### config.mk
export PLATFORM = sky130hd
export DESIGN_NAME = flv_tag_demuxer
export DESIGN_NICKNAME = d
export VERILOG_FILES = /design/src/rtl/core/flvtd_pkg.sv /design/src/rtl/core/flvtd_step.sv /design/src/rtl/core/flvtd_out_fifo.sv /design/src/rtl/core/flv_tag_demuxer.sv
export VERILOG_INCLUDE_DIRS = /design/src /design/src/rtl/core
export SDC_FILE = /design/constraint.sdc
export NUM_CORES = 1
export LEC_CHECK = 0
export BUFFER_PORTS_ARGS = -buffer_cell sky130_fd_sc_hd__buf_4
export CORE_MARGIN = 10
export CORE_UTILIZATION = 45
export CTS_BUF_LIST = sky130_fd_sc_hd__clkbuf_16
export CTS_CLUSTER_DIAMETER = 40
export DETAILED_ROUTE_END_ITERATION = 8
export GPL_ROUTABILITY_DRIVEN = 1
export PLACE_DENSITY = 0.67
export SYNTH_ARGS = -nofsm -noshare
export SYNTH_HDL_FRONTEND = slang
export SYNTH_SLANG_ARGS = --single-unit
### constraint.sdc
create_clock -name clk -period 6.13 [get_ports clk]
set_clock_uncertainty 0.2 [all_clocks]
set_input_delay 0.613 -clock clk [delete_from_list [all_inputs] [get_ports clk]]
set_output_delay 0.613 -clock clk [all_outputs]
set_load 0.02 [all_outputs]
### src/rtl/core/flv_tag_demuxer_defines.svh
// Assertion macros for the FLV tag demuxer.
// Used by the top level only; relies on clk and rst in the including scope.
`ifndef FLV_TAG_DEMUXER_DEFINES_SVH
`define FLV_TAG_DEMUXER_DEFINES_SVH

// cond must never hold outside reset
`define FLVTD_ASSERT_NEVER(label, cond) \
  label: assert property (@(posedge clk) disable iff (rst) !(cond)) \
    else $error("flv_tag_demuxer: forbidden condition seen");

// ante implies cons in the same cycle
`define FLVTD_ASSERT_IMPL(label, ante, cons) \
  label: assert property (@(posedge clk) disable iff (rst) (ante) |-> (cons)) \
    else $error("flv_tag_demuxer: implication violated");

`endif

### src/rtl/core/flvtd_pkg.sv
// Types and constants for the FLV tag demuxer.
// No dependencies.
package flvtd_pkg;

  typedef enum logic [2:0] {
    PH_HEADER  = 3'd0,
    PH_FLAG    = 3'd1,
    PH_PKTTYPE = 3'd2,
    PH_CTS     = 3'd3,
    PH_PAYLOAD = 3'd4,
    PH_SKIP    = 3'd5
  } phase_t;

  localparam logic [7:0] KIND_AUDIO   = 8'h08;
  localparam logic [7:0] KIND_VIDEO   = 8'h09;
  localparam logic [7:0] AUDIO_MASK   = 8'hF0;
  localparam logic [7:0] AUDIO_AAC    = 8'hA0;
  localparam logic [7:0] VIDEO_MASK   = 8'h0F;
  localparam logic [7:0] VIDEO_AVC    = 8'h07;
  localparam logic [7:0] PKT_RAW      = 8'h01;
  localparam logic [3:0] HDR_LAST_POS = 4'd14;
  localparam logic [2:0] CTS_BYTES    = 3'd3;

  typedef struct packed {
    phase_t      phase;
    logic [3:0]  hpos;
    logic [7:0]  kind;
    logic [23:0] left;
    logic [31:0] tag_time;
    logic [2:0]  ccnt;
  } parse_state_t;

  typedef struct packed {
    logic [7:0]  payload_byte;
    logic        has_byte;
    logic        last_of_packet;
    logic        track;
    logic [31:0] time_ms;
    logic        short_tag;
  } result_t;

endpackage

### src/rtl/core/flvtd_step.sv
// Per-byte tag parser: next parse state and optional result word.
// Depends on flvtd_pkg.
module flvtd_step import flvtd_pkg::*; (
  input  parse_state_t st,
  input  logic [7:0]   b,
  output parse_state_t st_next,
  output logic         emit,
  output result_t      res
);

  logic [23:0] left_dec;
  logic        zero;
  logic        codec;
  logic [2:0]  ccnt_inc;
  logic        r_has;
  logic        r_last;
  logic        r_short;

  assign left_dec = st.left - 24'd1;
  assign zero     = (left_dec == 24'd0);
  assign ccnt_inc = st.ccnt + 3'd1;
  assign codec    = (st.kind == KIND_AUDIO) ? ((b & AUDIO_MASK) == AUDIO_AAC)
                                            : ((b & VIDEO_MASK) == VIDEO_AVC);

  always_comb begin
    st_next = st;
    emit    = 1'b0;
    r_has   = 1'b0;
    r_last  = 1'b0;
    r_short = 1'b0;
    case (st.phase)
      PH_FLAG: begin
        st_next.left = left_dec;
        if (codec) begin
          if (zero) begin
            st_next.phase = PH_HEADER;
            emit = 1'b1;
            r_short = 1'b1;
          end else begin
            st_next.phase = PH_PKTTYPE;
          end
        end else if (zero) begin
          st_next.phase = PH_HEADER;
          emit = 1'b1;
          r_last = 1'b1;
        end else begin
          st_next.phase = PH_PAYLOAD;
        end
      end
      PH_PKTTYPE: begin
        st_next.left = left_dec;
        if (b != PKT_RAW) begin
          st_next.phase = zero ? PH_HEADER : PH_SKIP;
        end else if (st.kind == KIND_AUDIO) begin
          if (zero) begin
            st_next.phase = PH_HEADER;
            emit = 1'b1;
            r_last = 1'b1;
          end else begin
            st_next.phase = PH_PAYLOAD;
          end
        end else if (left_dec < 24'd3) begin
          st_next.phase = zero ? PH_HEADER : PH_SKIP;
          emit = 1'b1;
          r_short = 1'b1;
        end else begin
          st_next.ccnt  = 3'd0;
          st_next.phase = PH_CTS;
        end
      end
      PH_CTS: begin
        st_next.left = left_dec;
        st_next.ccnt = ccnt_inc;
        if (ccnt_inc >= CTS_BYTES) begin
          st_next.ccnt = 3'd0;
          if (zero) begin
            st_next.phase = PH_HEADER;
            emit = 1'b1;
            r_last = 1'b1;
          end else begin
            st_next.phase = PH_PAYLOAD;
          end
        end else if (zero) begin
          st_next.phase = PH_HEADER;
        end
      end
      PH_PAYLOAD: begin
        st_next.left = left_dec;
        emit   = 1'b1;
        r_has  = 1'b1;
        r_last = zero;
        if (zero) begin
          st_next.phase = PH_HEADER;
        end
      end
      PH_SKIP: begin
        st_next.left = left_dec;
        if (zero) begin
          st_next.phase = PH_HEADER;
        end
      end
      default: begin
        // header bytes, also the unused phase codes
        st_next.phase = PH_HEADER;
        if (st.hpos == 4'd4) begin
          st_next.kind = b;
        end
        if (st.hpos inside {[4'd5:4'd7]}) begin
          st_next.left = {st.left[15:0], b};
        end
        if (st.hpos == 4'd8) begin
          st_next.tag_time = {8'h00, b, 16'h0000};
        end
        if (st.hpos inside {4'd9, 4'd10}) begin
          st_next.tag_time = {8'h00, st.tag_time[23:16], st.tag_time[7:0], b};
        end
        if (st.hpos == 4'd11) begin
          st_next.tag_time = {b, st.tag_time[23:0]};
        end
        if (st.hpos >= HDR_LAST_POS) begin
          st_next.hpos = 4'd0;
          st_next.ccnt = 3'd0;
          if (st.left == 24'd0) begin
            st_next.phase = PH_HEADER;
          end else if (st.kind == KIND_AUDIO || st.kind == KIND_VIDEO) begin
            st_next.phase = PH_FLAG;
          end else begin
            st_next.phase = PH_SKIP;
          end
        end else begin
          st_next.hpos = st.hpos + 4'd1;
        end
      end
    endcase
  end

  always_comb begin
    res.payload_byte   = r_has ? b : 8'h00;
    res.has_byte       = r_has;
    res.last_of_packet = r_last;
    res.track          = (st.kind == KIND_VIDEO);
    res.time_ms        = st.tag_time;
    res.short_tag      = r_short;
  end

endmodule

### src/rtl/core/flvtd_out_fifo.sv
// Two-word result buffer parting the parser from the output stall.
// Depends on flvtd_pkg.
module flvtd_out_fifo import flvtd_pkg::*; (
  input  logic    clk,
  input  logic    rst,
  input  logic    push,
  input  result_t push_word,
  output logic    full,
  output logic    valid,
  input  logic    stall,
  output result_t word
);

  result_t    mem [2];
  logic       wr_ptr;
  logic       rd_ptr;
  logic [1:0] count;
  logic       pop;

  assign full  = (count == 2'd2);
  assign valid = (count != 2'd0);
  assign pop   = valid && !stall;

  always_ff @(posedge clk) begin
    if (push) begin
      mem[wr_ptr] <= push_word;
    end
  end

  always_ff @(posedge clk) begin
    if (rst) begin
      wr_ptr <= 1'b0;
      rd_ptr <= 1'b0;
      count  <= 2'd0;
    end else begin
      if (push) wr_ptr <= !wr_ptr;
      if (pop) rd_ptr <= !rd_ptr;
      if (push && !pop) begin
        count <= count + 2'd1;
      end else if (pop && !push) begin
        count <= count - 2'd1;
      end
    end
  end

  assign word = mem[rd_ptr];

endmodule

### src/rtl/core/flv_tag_demuxer.sv
// FLV tag demuxer top level: input register, parser state, result buffer.
// Each word passes the input register and then the result buffer before the outputs.
// One byte per cycle while the buffer is not full; the parser step is combinational.
// Input stall comes from registers; it rises only when the two-word buffer is full.
// Reset (rst, synchronous, active high) returns the parser to the header phase.
`include "flv_tag_demuxer_defines.svh"
module flv_tag_demuxer import flvtd_pkg::*; (
  input  logic        clk,
  input  logic        rst,
  input  logic        stream_valid,
  output logic        stream_stall,
  input  logic [7:0]  stream_byte,
  output logic        result_valid,
  input  logic        result_stall,
  output logic [7:0]  payload_byte,
  output logic        has_byte,
  output logic        last_of_packet,
  output logic        track,
  output logic [31:0] time_ms,
  output logic        short_tag
);

  logic         in_vld;
  logic [7:0]   in_byte;
  logic         fifo_full;
  logic         advance;
  parse_state_t st;
  parse_state_t st_next;
  logic         emit;
  result_t      res;
  result_t      out_word;

  assign stream_stall = in_vld && fifo_full;
  assign advance      = in_vld && !fifo_full;

  always_ff @(posedge clk) begin
    if (rst) begin
      in_vld <= 1'b0;
    end else if (!stream_stall) begin
      in_vld <= stream_valid;
    end
  end

  always_ff @(posedge clk) begin
    if (stream_valid && !stream_stall) begin
      in_byte <= stream_byte;
    end
  end

  flvtd_step u_step (
    .st      (st),
    .b       (in_byte),
    .st_next (st_next),
    .emit    (emit),
    .res     (res)
  );

  always_ff @(posedge clk) begin
    if (rst) begin
      st.phase    <= PH_HEADER;
      st.hpos     <= 4'd0;
      st.kind     <= 8'h00;
      st.left     <= 24'd0;
      st.tag_time <= 32'd0;
      st.ccnt     <= 3'd0;
    end else if (advance) begin
      st <= st_next;
    end
  end

  flvtd_out_fifo u_out (
    .clk       (clk),
    .rst       (rst),
    .push      (advance && emit),
    .push_word (res),
    .full      (fifo_full),
    .valid     (result_valid),
    .stall     (result_stall),
    .word      (out_word)
  );

  assign payload_byte   = out_word.payload_byte;
  assign has_byte       = out_word.has_byte;
  assign last_of_packet = out_word.last_of_packet;
  assign track          = out_word.track;
  assign time_ms        = out_word.time_ms;
  assign short_tag      = out_word.short_tag;

  `FLVTD_ASSERT_IMPL(a_stall_needs_word, stream_stall, in_vld)
  `FLVTD_ASSERT_IMPL(a_short_no_byte, result_valid && short_tag, !has_byte && !last_of_packet)
  `FLVTD_ASSERT_NEVER(a_hpos_header_only, st.phase != PH_HEADER && st.hpos != 4'd0)
  `FLVTD_ASSERT_IMPL(a_cts_video_only, st.phase == PH_CTS, st.kind == KIND_VIDEO)

endmodule
==> reports/metrics.cfg <==
[drt]
drt_first_iter_violations=447
wl_um=17630
remaining_drc_errors=0
post_drt_via_cell_ratio=5.617
drt-pass1-iter-count=6
drt.antenna.violating_nets=0
wl_per_cell_um=17.17
routed-via-count=5769

[clock_network]
numCtsBuffers=17
post_cts_resized=0
h-tree-depth=4
hold_buffers=0
insertion_delay_ns=0.42
clock_sink_count=176
postCtsSetupBuffers=0
cts_max_path_buffers=2
clk_root_buffer_cell=sky130_fd_sc_hd__clkbuf_16
tritoncts_clock_tree=yes
clkTransAtPathRegs_ns=0.07

[global_routing]
largest_net_degree_at_the_start_of_global_routing=80
grt_first_pass_wirelength_um=28750
groute.usage.overall=0.1481
grt_antenna_before_repair=0
gr-total-overflow=0
via_count_of_the_first_global_routing_pass=5506

[yosys]
synth_area_um2=8023
flip_flop_and_latch_count_after_synthesis=176
synthesis.area_per_instance_um2=10.56
synth.net_count=782
synth_top_cell_by_area=sky130_fd_sc_hd__edfxtp_1
post_synth_num_cell_types=59
ys.flop_type=sky130_fd_sc_hd__edfxtp_1
synth_largest_type_area_fraction=0.3593
synthArstFlopShare=0
yosysWarningCount=0
sequential_cell_area_fraction_in_the_yosys_report=0.5590
post_synth_main_area_contributors=sky130_fd_sc_hd__edfxtp_1, sky130_fd_sc_hd__dfxtp_1, sky130_fd_sc_hd__mux2_2
count_of_flip_flops_with_a_built_in_enable_after_synthesis=96
synthCells=760

[critical_path]
worstPathMaxFanout=29
crit-reg2reg-capture=u_out.mem[0][4]
timing.critical_path.from_type=flip-flop
timing.rr.start=st[35]
critical-path-top-delay-family=simple AND/OR/NAND/NOR gates
cp_slowest_stage_delay_ns=0.73
critical_path_cell_by_cell=inv_1 -> ha_1 -> or4b_2 -> nor4_1 -> xor2_1 -> o31a_2 -> nor4_1 -> a21o_1 -> nor2b_4 -> buf_4
worstSetupPathDepth=10
path_buf_inv=2
cp.arrival_ns=4.56
worstSetupEndpointType=flip-flop
criticalPathCategory=reg2reg
critical_path.endpoint=u_out.mem[0][4]
setup.reg_to_reg.worst_slack_ns=1.50
critical_path_required_ns=6.06
cp_slowest_cell=sky130_fd_sc_hd__nor2b_4
critical_path.most_common_cell=sky130_fd_sc_hd__nor4_1
crit_start=st[35]
rr_worst_depth=10

[placement]
place.gp.congestion=0.9016
numPortBuffers=57
detailed_place.area_um2=8563
half_perimeter_wire_length_after_placement_um=11950
dp_slack_ns=1.491

[timing]
grt_setup_unrepaired=no
finalHoldWorstSlack_ns=0.1658
max-slew-margin-rel=0.2578
achievable-frequency_mhz=215.9
final_report_hold_violation_count=0
timing.final.ws_setup_ns=1.498
min_period_over_period=0.7556
report.final.slew_viol_count=0
totalNegativeSetupSlack_ns=0
layout_min_cycle_time_ns=4.632
tightest_slew_ns=1.104
final-setup-viol-count=0

[floorplanning]
initial_utilization=0.4606
io_pins=58
number_of_placement_rows=48
floorplan.die_area_um2=23570
floorplan.die.width_um=153.5
floorplan.die.height_um=153.5
core_area_um2=17420

[power]
total_power_mw=2.689
power.ir.vdd_worst_uv=167.2
power_density_nw_per_um2=293.8
leakage_nw=3.292

[finish]
post-route-cell-area_um2=9151
antenna-diode-count=0
layout-drive-gt1-share=0.2032
fin_nets=811
areaGrowthSynthToFinish_pct=14.07

[run_status]
result_of_the_run=finished clean

[run]
maxCapViolations=0

[min_path]
min_path_type=in2reg

## final cells by class
type	count	area (um2)
Tap cell	225	281.5
Timing Repair Buffer	64	480.5
Clock inverter	15	162.7
Inverter	17	63.81
Sequential cell	176	4486
Multi-Input combinational cell	513	3252
Fill cell	1543	8265
Clock buffer	17	425.4
## cell usage after synthesis, types with 5 or more instances
cell type	number
sky130_fd_sc_hd__edfxtp_1	96
sky130_fd_sc_hd__dfxtp_1	80
sky130_fd_sc_hd__nor2_1	74
sky130_fd_sc_hd__a21oi_1	61
sky130_fd_sc_hd__nand2_1	54
sky130_fd_sc_hd__mux2_2	47
sky130_fd_sc_hd__clkbuf_1	44
sky130_fd_sc_hd__nand3_1	40
sky130_fd_sc_hd__o21ai_0	38
sky130_fd_sc_hd__inv_1	17
sky130_fd_sc_hd__nor3_1	17
sky130_fd_sc_hd__mux2i_1	16
sky130_fd_sc_hd__or3_1	13
sky130_fd_sc_hd__nor4_1	11
sky130_fd_sc_hd__ha_1	10
sky130_fd_sc_hd__and3_1	9
sky130_fd_sc_hd__a22oi_1	8
sky130_fd_sc_hd__and2_1	8
sky130_fd_sc_hd__nor2b_1	8
sky130_fd_sc_hd__a211oi_1	7
sky130_fd_sc_hd__nand2b_1	6
sky130_fd_sc_hd__nand4_1	6
sky130_fd_sc_hd__or4_1	6
sky130_fd_sc_hd__xor2_1	6
sky130_fd_sc_hd__o21a_1	5
sky130_fd_sc_hd__or2_2	5
## how the worst min path moves through the flow
stage	to	slack, ns	from	cells after the start
6_report	in_byte[1]	0.17	stream_byte[1]	1
3_5_place_dp	u_out.mem[1][15]	0.24	st[17]	0
5_1_grt	in_byte[1]	0.14	stream_byte[1]	1
3_3_place_gp	u_out.mem[0][19]	0.23	st[21]	0
4_1_cts	in_byte[0]	0.15	stream_byte[0]	1
2_1_floorplan	u_out.mem[0][17]	0.22	st[19]	0
## registers in the layout, summed over array words and instances (netlist names), named ones only
name          flops
u_out.wr_ptr      1
in_byte           8
in_vld            1
st               74
u_out.mem        88
u_out.rd_ptr      1
u_out.count       2
## layout by cell type, fill, tap and decap left out, drive strengths merged, types with 8 or more instances in the layout
cell type   n
and3        9
nor3       17
nand3      40
a22oi       8
clkbuf     17
mux2       47
inv        22
nor4       13
or3        13
buf        64
or4        10
o21ai      42
nor2b       8
nand2      54
dfxtp      80
edfxtp     96
nor2       74
ha         10
a21oi      61
and2        8
mux2i      16
## cell families after synthesis
| family | share of synthesized area |
|---|---|
| mux | 0.08593 |
| simple gates | 0.1773 |
| fa+ha+maj | 0.01560 |
| xor+xnor | 0.007642 |
| buf+inv | 0.03727 |
| flops | 0.5590 |
| compound gates | 0.1173 |
## worst reg2reg max path, stage by stage, from the launching register on
cell                      delay (ns)
sky130_fd_sc_hd__dfxtp_1        0.42
sky130_fd_sc_hd__inv_1          0.10
sky130_fd_sc_hd__ha_1           0.32
sky130_fd_sc_hd__or4b_2         0.63
sky130_fd_sc_hd__nor4_1         0.54
sky130_fd_sc_hd__xor2_1         0.13
sky130_fd_sc_hd__o31a_2         0.40
sky130_fd_sc_hd__nor4_1         0.36
sky130_fd_sc_hd__a21o_1         0.18
sky130_fd_sc_hd__nor2b_4        0.73
sky130_fd_sc_hd__buf_4          0.33
## stage by stage
stage / util / cells
after global routing: 0.5254 / 1027
after detailed placement: 0.4917 / 995
final: 0.5254 / 1027
after floorplan: - / 760
after global placement: 0.4917 / 995
after CTS: 0.5254 / 1027
## routing by layer
layer	wire (um)	share of wire	track usage
met3	937	0.053	0.03933
met5	0	0	0
met1	8284	0.47	0.1941
met4	252	0.014	0.04633
met2	8155	0.46	0.2337
## power by group
part           internal [mW]  switching (mW)
clock                  0.606           0.458
combinational          0.142           0.205
sequential              1.25          0.0283
No activity file was read; power rests on OpenSTA's default activity.
